## src/rtl/core/tfd_pkg.sv

```systemverilog
package tfd_pkg;

    localparam int STAMP_W  = 64;
    localparam int HANDLE_W = 16;
    localparam int OCC_W    = 5;

    typedef enum logic [1:0] {
        ACT_INSERT = 2'd0,
        ACT_LOOKUP = 2'd1,
        ACT_TRIM   = 2'd2,
        ACT_FLUSH  = 2'd3
    } t_action;

    typedef enum logic [1:0] {
        ST_OK    = 2'd0,
        ST_EMPTY = 2'd1,
        ST_FULL  = 2'd2
    } t_status;

    typedef enum logic [2:0] {
        S_IDLE,
        S_INS_CMP,
        S_LOOK_BACK,
        S_SCAN_CMP,
        S_TB_CMP,
        S_TF_CMP,
        S_DONE
    } t_state;

    typedef struct packed {
        t_action                     action;
        logic signed [STAMP_W-1:0]   stamp;
        logic        [HANDLE_W-1:0]  handle_in;
        logic signed [STAMP_W-1:0]   trim_low;
        logic signed [STAMP_W-1:0]   trim_high;
    } t_req;

    typedef struct packed {
        logic [HANDLE_W-1:0] handle_out;
        t_status             status;
        logic [OCC_W-1:0]    occupancy;
    } t_rsp;

endpackage

```

## src/rtl/core/tfd_ram.sv

```systemverilog
module tfd_ram #(
    parameter int DEPTH = 16,
    parameter int WIDTH = 80
) (
    input  logic                     i_clk,
    input  logic                     i_wr_en,
    input  logic [$clog2(DEPTH)-1:0] i_wr_addr,
    input  logic [WIDTH-1:0]         i_wr_data,
    input  logic                     i_rd_en,
    input  logic [$clog2(DEPTH)-1:0] i_rd_addr,
    output logic [WIDTH-1:0]         o_rd_data
);

    logic [WIDTH-1:0] mem [DEPTH];
    logic [WIDTH-1:0] r_rd_data;

    // write port
    always_ff @(posedge i_clk) begin
        if (i_wr_en) begin
            mem[i_wr_addr] <= i_wr_data;
        end
    end

    // registered read port
    always_ff @(posedge i_clk) begin
        if (i_rd_en) begin
            r_rd_data <= mem[i_rd_addr];
        end
    end

    assign o_rd_data = r_rd_data;

endmodule

```

## src/rtl/core/tfd_ctrl.sv

```systemverilog
module tfd_ctrl #(
    parameter int DEPTH       = 16,
    parameter int HANDLE_BITS = 16
) (
    input  logic                                i_clk,
    input  logic                                i_rst_n,
    input  logic                                i_start,
    input  tfd_pkg::t_req                       i_req,
    output logic                                o_busy,
    output logic                                o_done,
    output tfd_pkg::t_rsp                       o_rsp,
    input  logic                                i_take,
    output logic                                o_wr_en,
    output logic [$clog2(DEPTH)-1:0]            o_wr_addr,
    output logic [tfd_pkg::STAMP_W+HANDLE_BITS-1:0] o_wr_data,
    output logic                                o_rd_en,
    output logic [$clog2(DEPTH)-1:0]            o_rd_addr,
    input  logic [tfd_pkg::STAMP_W+HANDLE_BITS-1:0] i_rd_data
);

    import tfd_pkg::*;

    localparam int AW = $clog2(DEPTH);
    localparam int CW = $clog2(DEPTH + 1);
    localparam int MW = STAMP_W + HANDLE_BITS;

    t_state                r_state, n_state;
    logic [AW-1:0]         r_front, n_front;
    logic [CW-1:0]         r_count, n_count;
    logic [CW-1:0]         r_k, n_k;
    t_req                  r_req, n_req;
    logic [HANDLE_W-1:0]   r_handle, n_handle;
    t_status               r_status, n_status;

    t_req                  cur;
    logic signed [STAMP_W-1:0] rd_time;
    logic [HANDLE_W-1:0]   rd_handle;
    logic [CW-1:0]         cnt_m1;
    logic [CW-1:0]         cnt_m2;
    logic [AW-1:0]         back_slot;
    logic [AW-1:0]         front_dec;
    logic [AW-1:0]         front_inc;
    logic                  is_full;
    logic                  is_empty;
    logic                  new_is_newer;
    logic                  req_before;
    logic                  back_old;
    logic                  front_new;

    // position k from the front, wrapped into the ring
    function automatic logic [AW-1:0] slot_of(input logic [AW-1:0] base,
                                              input logic [CW-1:0] k);
        logic [AW:0] sum;
        sum = (AW+1)'(base) + (AW+1)'(k);
        if (sum >= (AW+1)'(DEPTH)) begin
            sum = sum - (AW+1)'(DEPTH);
        end
        return sum[AW-1:0];
    endfunction

    // shared datapath terms
    assign cur       = (r_state == S_IDLE) ? i_req : r_req;
    assign rd_time   = $signed(i_rd_data[MW-1 -: STAMP_W]);
    assign rd_handle = HANDLE_W'(i_rd_data[HANDLE_BITS-1:0]);
    assign cnt_m1    = r_count - CW'(1);
    assign cnt_m2    = r_count - CW'(2);
    assign back_slot = slot_of(r_front, cnt_m1);
    assign front_dec = (r_front == '0) ? AW'(DEPTH - 1) : r_front - AW'(1);
    assign front_inc = (r_front == AW'(DEPTH - 1)) ? '0 : r_front + AW'(1);
    assign is_full   = (r_count == CW'(DEPTH));
    assign is_empty  = (r_count == '0);

    // compares against the entry read in the previous cycle
    assign new_is_newer = rd_time < r_req.stamp;
    assign req_before   = r_req.stamp < rd_time;
    assign back_old     = rd_time < r_req.trim_low;
    assign front_new    = rd_time > r_req.trim_high;

    // next state
    always_comb begin
        n_state = r_state;
        unique case (r_state)
            S_IDLE: begin
                if (i_start) begin
                    unique case (i_req.action)
                        ACT_INSERT: n_state = (is_full || is_empty) ? S_DONE : S_INS_CMP;
                        ACT_LOOKUP: n_state = is_empty ? S_DONE : S_LOOK_BACK;
                        ACT_TRIM:   n_state = (r_count > CW'(1)) ? S_TB_CMP : S_DONE;
                        ACT_FLUSH:  n_state = S_DONE;
                        default:    n_state = S_DONE;
                    endcase
                end
            end
            S_INS_CMP:   n_state = S_DONE;
            S_LOOK_BACK: n_state = req_before ? S_DONE : S_SCAN_CMP;
            S_SCAN_CMP:  n_state = req_before ? S_SCAN_CMP : S_DONE;
            S_TB_CMP: begin
                if (!back_old) begin
                    n_state = S_TF_CMP;
                end else if (cnt_m1 > CW'(1)) begin
                    n_state = S_TB_CMP;
                end else begin
                    n_state = S_DONE;
                end
            end
            S_TF_CMP: n_state = (front_new && cnt_m1 > CW'(1)) ? S_TF_CMP : S_DONE;
            S_DONE:   n_state = i_take ? S_IDLE : S_DONE;
            default:  n_state = S_IDLE;
        endcase
    end

    // memory accesses and register updates
    always_comb begin
        n_front   = r_front;
        n_count   = r_count;
        n_k       = r_k;
        n_req     = r_req;
        n_handle  = r_handle;
        n_status  = r_status;
        o_wr_en   = 1'b0;
        o_wr_addr = '0;
        o_wr_data = {cur.stamp, HANDLE_BITS'(cur.handle_in)};
        o_rd_en   = 1'b0;
        o_rd_addr = '0;
        unique case (r_state)
            S_IDLE: begin
                if (i_start) begin
                    n_req    = i_req;
                    n_handle = '0;
                    n_status = ST_OK;
                    unique case (i_req.action)
                        ACT_INSERT: begin
                            if (is_full) begin
                                n_status = ST_FULL;
                            end else if (is_empty) begin
                                o_wr_en   = 1'b1;
                                o_wr_addr = front_dec;
                                n_front   = front_dec;
                                n_count   = r_count + CW'(1);
                            end else begin
                                o_rd_en   = 1'b1;
                                o_rd_addr = r_front;
                            end
                        end
                        ACT_LOOKUP: begin
                            if (is_empty) begin
                                n_status = ST_EMPTY;
                            end else begin
                                o_rd_en   = 1'b1;
                                o_rd_addr = back_slot;
                            end
                        end
                        ACT_TRIM: begin
                            if (r_count > CW'(1)) begin
                                o_rd_en   = 1'b1;
                                o_rd_addr = back_slot;
                            end
                        end
                        ACT_FLUSH: begin
                            n_front = '0;
                            n_count = '0;
                        end
                        default: begin
                            n_front = r_front;
                        end
                    endcase
                end
            end
            S_INS_CMP: begin
                // newer than the front goes in front, otherwise at the back
                o_wr_en = 1'b1;
                if (new_is_newer) begin
                    o_wr_addr = front_dec;
                    n_front   = front_dec;
                end else begin
                    o_wr_addr = slot_of(r_front, r_count);
                end
                n_count = r_count + CW'(1);
            end
            S_LOOK_BACK: begin
                n_handle = rd_handle;
                if (!req_before) begin
                    o_rd_en   = 1'b1;
                    o_rd_addr = r_front;
                    n_k       = CW'(1);
                end
            end
            S_SCAN_CMP: begin
                // the back entry always matches, so the scan ends
                if (!req_before) begin
                    n_handle = rd_handle;
                end else begin
                    o_rd_en   = 1'b1;
                    o_rd_addr = slot_of(r_front, r_k);
                    n_k       = r_k + CW'(1);
                end
            end
            S_TB_CMP: begin
                if (back_old) begin
                    n_count = cnt_m1;
                    if (cnt_m1 > CW'(1)) begin
                        o_rd_en   = 1'b1;
                        o_rd_addr = slot_of(r_front, cnt_m2);
                    end
                end else begin
                    o_rd_en   = 1'b1;
                    o_rd_addr = r_front;
                end
            end
            S_TF_CMP: begin
                if (front_new) begin
                    n_front = front_inc;
                    n_count = cnt_m1;
                    if (cnt_m1 > CW'(1)) begin
                        o_rd_en   = 1'b1;
                        o_rd_addr = front_inc;
                    end
                end
            end
            S_DONE: begin
                n_k = r_k;
            end
            default: begin
                n_k = r_k;
            end
        endcase
    end

    // control registers
    always_ff @(posedge i_clk) begin
        if (!i_rst_n) begin
            r_state <= S_IDLE;
            r_front <= '0;
            r_count <= '0;
            r_k     <= '0;
        end else begin
            r_state <= n_state;
            r_front <= n_front;
            r_count <= n_count;
            r_k     <= n_k;
        end
    end

    // request and result payload
    always_ff @(posedge i_clk) begin
        r_req    <= n_req;
        r_handle <= n_handle;
        r_status <= n_status;
    end

    assign o_busy = (r_state != S_IDLE);
    assign o_done = (r_state == S_DONE);

    always_comb begin
        o_rsp            = '0;
        o_rsp.handle_out = r_handle;
        o_rsp.status     = r_status;
        o_rsp.occupancy  = OCC_W'(r_count);
    end

endmodule

```

## src/rtl/core/timestamped_frame_deque.sv

```systemverilog
// Flush, a full insert and an insert or lookup on an empty queue go straight to the done
// state; other inserts first compare with the front entry, a lookup with the back entry
// and may then scan from the front, and a trim pops from the back, then from the front.
// One request is worked at a time; each scan or pop step is one read of the entry memory.
// A result waiting in the output register does not block acceptance of the next request.
// Reset (synchronous, active low) empties the queue; the entry memory is not cleared.
module timestamped_frame_deque #(
    parameter int DEPTH       = 16,
    parameter int HANDLE_BITS = 16
) (
    input  logic           i_clk,
    input  logic           i_rst_n,
    input  logic           i_in_valid,
    input  tfd_pkg::t_req  i_in_req,
    output logic           o_in_stall,
    output logic           o_out_valid,
    output tfd_pkg::t_rsp  o_out_rsp,
    input  logic           i_out_stall
);

    import tfd_pkg::*;

    localparam int AW = $clog2(DEPTH);
    localparam int MW = STAMP_W + HANDLE_BITS;

    logic          busy;
    logic          done;
    logic          take;
    t_rsp          rsp;
    logic          wr_en;
    logic [AW-1:0] wr_addr;
    logic [MW-1:0] wr_data;
    logic          rd_en;
    logic [AW-1:0] rd_addr;
    logic [MW-1:0] rd_data;

    logic          r_out_valid;
    t_rsp          r_out_rsp;

    tfd_ctrl #(
        .DEPTH       (DEPTH),
        .HANDLE_BITS (HANDLE_BITS)
    ) u_ctrl (
        .i_clk     (i_clk),
        .i_rst_n   (i_rst_n),
        .i_start   (i_in_valid && !busy),
        .i_req     (i_in_req),
        .o_busy    (busy),
        .o_done    (done),
        .o_rsp     (rsp),
        .i_take    (take),
        .o_wr_en   (wr_en),
        .o_wr_addr (wr_addr),
        .o_wr_data (wr_data),
        .o_rd_en   (rd_en),
        .o_rd_addr (rd_addr),
        .i_rd_data (rd_data)
    );

    tfd_ram #(
        .DEPTH (DEPTH),
        .WIDTH (MW)
    ) u_ram (
        .i_clk     (i_clk),
        .i_wr_en   (wr_en),
        .i_wr_addr (wr_addr),
        .i_wr_data (wr_data),
        .i_rd_en   (rd_en),
        .i_rd_addr (rd_addr),
        .o_rd_data (rd_data)
    );

    // move the finished result into the output register when it is free
    assign take = done && (!r_out_valid || !i_out_stall);

    always_ff @(posedge i_clk) begin
        if (!i_rst_n) begin
            r_out_valid <= 1'b0;
        end else if (take) begin
            r_out_valid <= 1'b1;
        end else if (!i_out_stall) begin
            r_out_valid <= 1'b0;
        end
    end

    // hold the result while stalled
    always_ff @(posedge i_clk) begin
        if (take) begin
            r_out_rsp <= rsp;
        end
    end

    assign o_in_stall  = busy;
    assign o_out_valid = r_out_valid;
    assign o_out_rsp   = r_out_rsp;

endmodule

```

## config.mk

```make
export PLATFORM = sky130hd
export DESIGN_NAME = timestamped_frame_deque
export DESIGN_NICKNAME = d
export VERILOG_FILES = /design/src/rtl/core/tfd_pkg.sv /design/src/rtl/core/tfd_ram.sv /design/src/rtl/core/tfd_ctrl.sv /design/src/rtl/core/timestamped_frame_deque.sv
export SDC_FILE = /design/constraint.sdc
export NUM_CORES = 2
export LEC_CHECK = 0
export ABC_AREA = 1
export BUFFER_PORTS_ARGS = -buffer_cell sky130_fd_sc_hd__buf_2
export CORE_MARGIN = 3
export CORE_UTILIZATION = 55
export CTS_BUF_LIST = sky130_fd_sc_hd__clkbuf_16
export DETAILED_ROUTE_END_ITERATION = 12
export HOLD_SLACK_MARGIN = 0.1
export PLACE_DENSITY = 0.71
export SLEW_MARGIN = 20
export SYNTH_ARGS = -nofsm -noshare
export SYNTH_HDL_FRONTEND = slang
export SYNTH_SLANG_ARGS = --single-unit
```

## constraint.sdc

```tcl
create_clock -name i_clk -period 20 [get_ports i_clk]
set_input_delay 2 -clock i_clk [delete_from_list [all_inputs] [get_ports i_clk]]
set_output_delay 2 -clock i_clk [all_outputs]
set_load 0.05 [all_outputs]
```

==> impl_metrics.yaml <==
setup_path:
  required_ns: 20.54
  crit_family: "simple AND/OR/NAND/NOR gates"
  r2r_slack_ns: 12.20
  critical_path_depth: 25
  reg2reg_to: "u_ram.o_rd_data[18]"
  crit_start: "u_ram.o_rd_data[46]"
  worstPathBufferInverterCount: 4
  critPathLaunchType: "register"
  critical-path-slowest-cell: "nand2_8"
  r2r_start: "u_ram.o_rd_data[46]"
  endpoint: "u_ram.o_rd_data[18]"
  crit_arrival_ns: 8.34
  slowest_delay_ns: 0.79
  critPathKind: "register to register"
  crit_fanout: 216
  crit_top_cell: "nand2_1"
  crit_path_end_kind: "register"
  worstRegToRegCells: 25
placed_design:
  placed_cell_area_mm2: 0.0770
  io_buffers: 238
  place_ws_ns: 12.65
  place_congestion: 0.867
  hpwl_mm: 109
synth:
  synthCells: 6855
  synth_nets: 7288
  synth_top_area_share_pct: 64.8
  synth_area_mm2: 0.0745
  synth.largest_area_cell: "edfxtp_1"
  netlist_top_cells_area: "edfxtp_1, nand3_1, nand2_1, inv_1, ha_1"
  ys_ff_latch: 1626
  synth_cell_types: 45
  ys.warnings.count: 0
  ys_seq_area_share_pct: 65.3
  synth_area_per_cell_um2: 10.9
detailed_routing:
  wl_met1_mm: 78.6
  drt_wl_total_mm: 199
  met3_length_mm: 19.8
  routedWlPerCell_um: 22.3
  drt_pass1_iterations: 8
  post-route-drc-count: 0
  num_vias: 51100
  wl_met2_mm: 92.3
  routed_via_density: 5.72
  topRoutingLayerUsed: "met5"
  antenna_left: 0
  drt_iter0_drc: 6119
cts:
  cts_tree: "yes"
  hold_buffers: 0
  cts_sinks: 1626
  post_cts_resize_count: 0
  insertion_delay_ns: 0.81
  ctsHtreeMaxLevel: 4
  cts_root_buffer: "clkbuf_16"
  cts_buffer_depth: 3
  postCtsSetupBuffers: 0
  cts_buffers: 166
  path_clk_slew_ns: 0.06
floorplan:
  die_w_um: 374
  initial_utilization_pct: 55.6
  die_h_um: 374
  io_pins: 239
  die-area_mm2: 0.140
  num_rows: 134
  core-area_mm2: 0.134
final_layout:
  final_common_cell: "edfxtp_1"
  drive_gt1_share_pct: 9.23
  stdcell_area_mm2: 0.0825
  mostFrequentLayoutCells: "edfxtp_1, nand3_1, nand2_1"
  layout.nets: 7463
  num-fill-cells: 10300
  syn_to_final_growth_pct: 10.7
pwr:
  power.density_mw_per_mm2: 177
  p_leak_nw: 34.6
  max-vdd-ir-drop_v: 0.000267
  total_power_mw: 14.6
sta:
  worst_pin_slew_ns: 1.17
  fmax_mhz: 128
  period_share_pct: 39.0
  fin_setup_tns_ns: 0
  drv_slew: 0
  relSlewSlack_pct: 21.7
  clock_skew_ns: 0.0590
  fin_crit_ns: 7.80
  final_hold_viol_count: 0
  holdWs_ns: 0.414
  fin_ws_ns: 12.20
  grt_setup_unrepaired: "false"
  setup_viol: 0
global_routing:
  antenna_found_initial: 15
  grt_pass1_vias: 48600
  grt_pass1_wl_mm: 298
  grt_max_degree: 232
  grt_overflow: 0
  grt_usage_pct: 28.0
job:
  drv_cap: 0
hold_path:
  hp-class: "register to register"
run_status:
  status: "finished clean"
-- synthesized netlist by cell type (all sizes together) --
cell type	n
edfxtp	1609
nand3	1483
nand2	1281
inv	1210
buf	320
nand3b	240
ha	215
nor2	125
o21ai	105
a21oi	104
clkbuf	37
nand4	18
dfxtp	17
nor3	16
a21o	9
xnor2	9
xor2	9
o211ai	7
o22ai	7
nor4	5
a31oi	4
fa	4
o21a	4
a311oi	3
and3	3
o2111ai	3
or2	3
a211oi	1
a221oi	1
a22oi	1
o211a	1
o21bai	1
-- area by class of cell --
class	instances	area (um2)	area share, %
clock buffers	167	4180	5.06
well taps	1768	2210	2.68
clock inverters	133	1270	1.54
diodes	7	17.5	0.0212
flip-flops and latches	1626	48700	59.0
repair buffers	364	2230	2.71
inverters	1210	4550	5.51
multi-input cells	3662	19400	23.5
-- sequential cells by signal, summed over array words and instances, names as in the netlist --
register and flops:
u_ctrl.r_handle 16, o_out_rsp 23, u_ram.o_rd_data 80, u_ctrl.r_count 5, o_out_valid 1, u_ctrl.r_req 208, u_ctrl.r_k 4, u_ctrl.r_state 3
u_ctrl.r_front 4, u_ram.mem 1280, u_ctrl.r_status 2
-- worst min path at each step --
stage	from	endpoint	slack (ns)	depth (start not counted)
4_1_cts	u_ctrl.r_handle[7]	o_out_rsp[14]	0.42	0
3_3_place_gp	u_ctrl.r_handle[10]	o_out_rsp[17]	0.40	0
5_1_grt	u_ctrl.r_handle[4]	o_out_rsp[11]	0.42	0
6_report	u_ctrl.r_handle[11]	o_out_rsp[18]	0.41	0
2_1_floorplan	u_ctrl.r_handle[3]	o_out_rsp[10]	0.40	0
3_5_place_dp	u_ctrl.r_handle[7]	o_out_rsp[14]	0.41	0
-- per-stage QoR --
step	utilization [%]	instances
after floorplan	-	6855
after global placement	57.5	8629
after detailed placement	57.5	8629
after CTS	61.5	8929
after global routing	61.6	8933
final	61.6	8937
-- kinds of logic (layout without fill, tap and decap cells) --
kind of cell / Yosys count / after routing / share of synthesized area [%]
compound gates: 251 / 251 / 1.85
xor+xnor: 18 / 18 / 0.212
simple gates: 3174 / 3174 / 19.9
other cells: 0 / 7 / 0
fa+ha+maj: 219 / 219 / 3.72
buf+inv: 1567 / 1874 / 9.00
flops: 1626 / 1626 / 65.3
-- report_power, final --
| group | total (mW) | switching [mW] | internal, mW |
|---|---|---|---|
| registers | 5.32 | 0.215 | 5.10 |
| clock network | 3.07 | 1.33 | 1.74 |
| logic | 6.21 | 4.52 | 1.70 |
| total | 14.6 | 6.06 | 8.54 |
-- per-layer routing --
metal  vias to the layer above  global-route usage (%)
li1                      23500                       -
met1                     24500                    38.5
met2                      2698                    44.3
met3                       469                    4.87
met4                         4                    12.1
met5                         -                       0
Power figures use the tool's default switching activity.
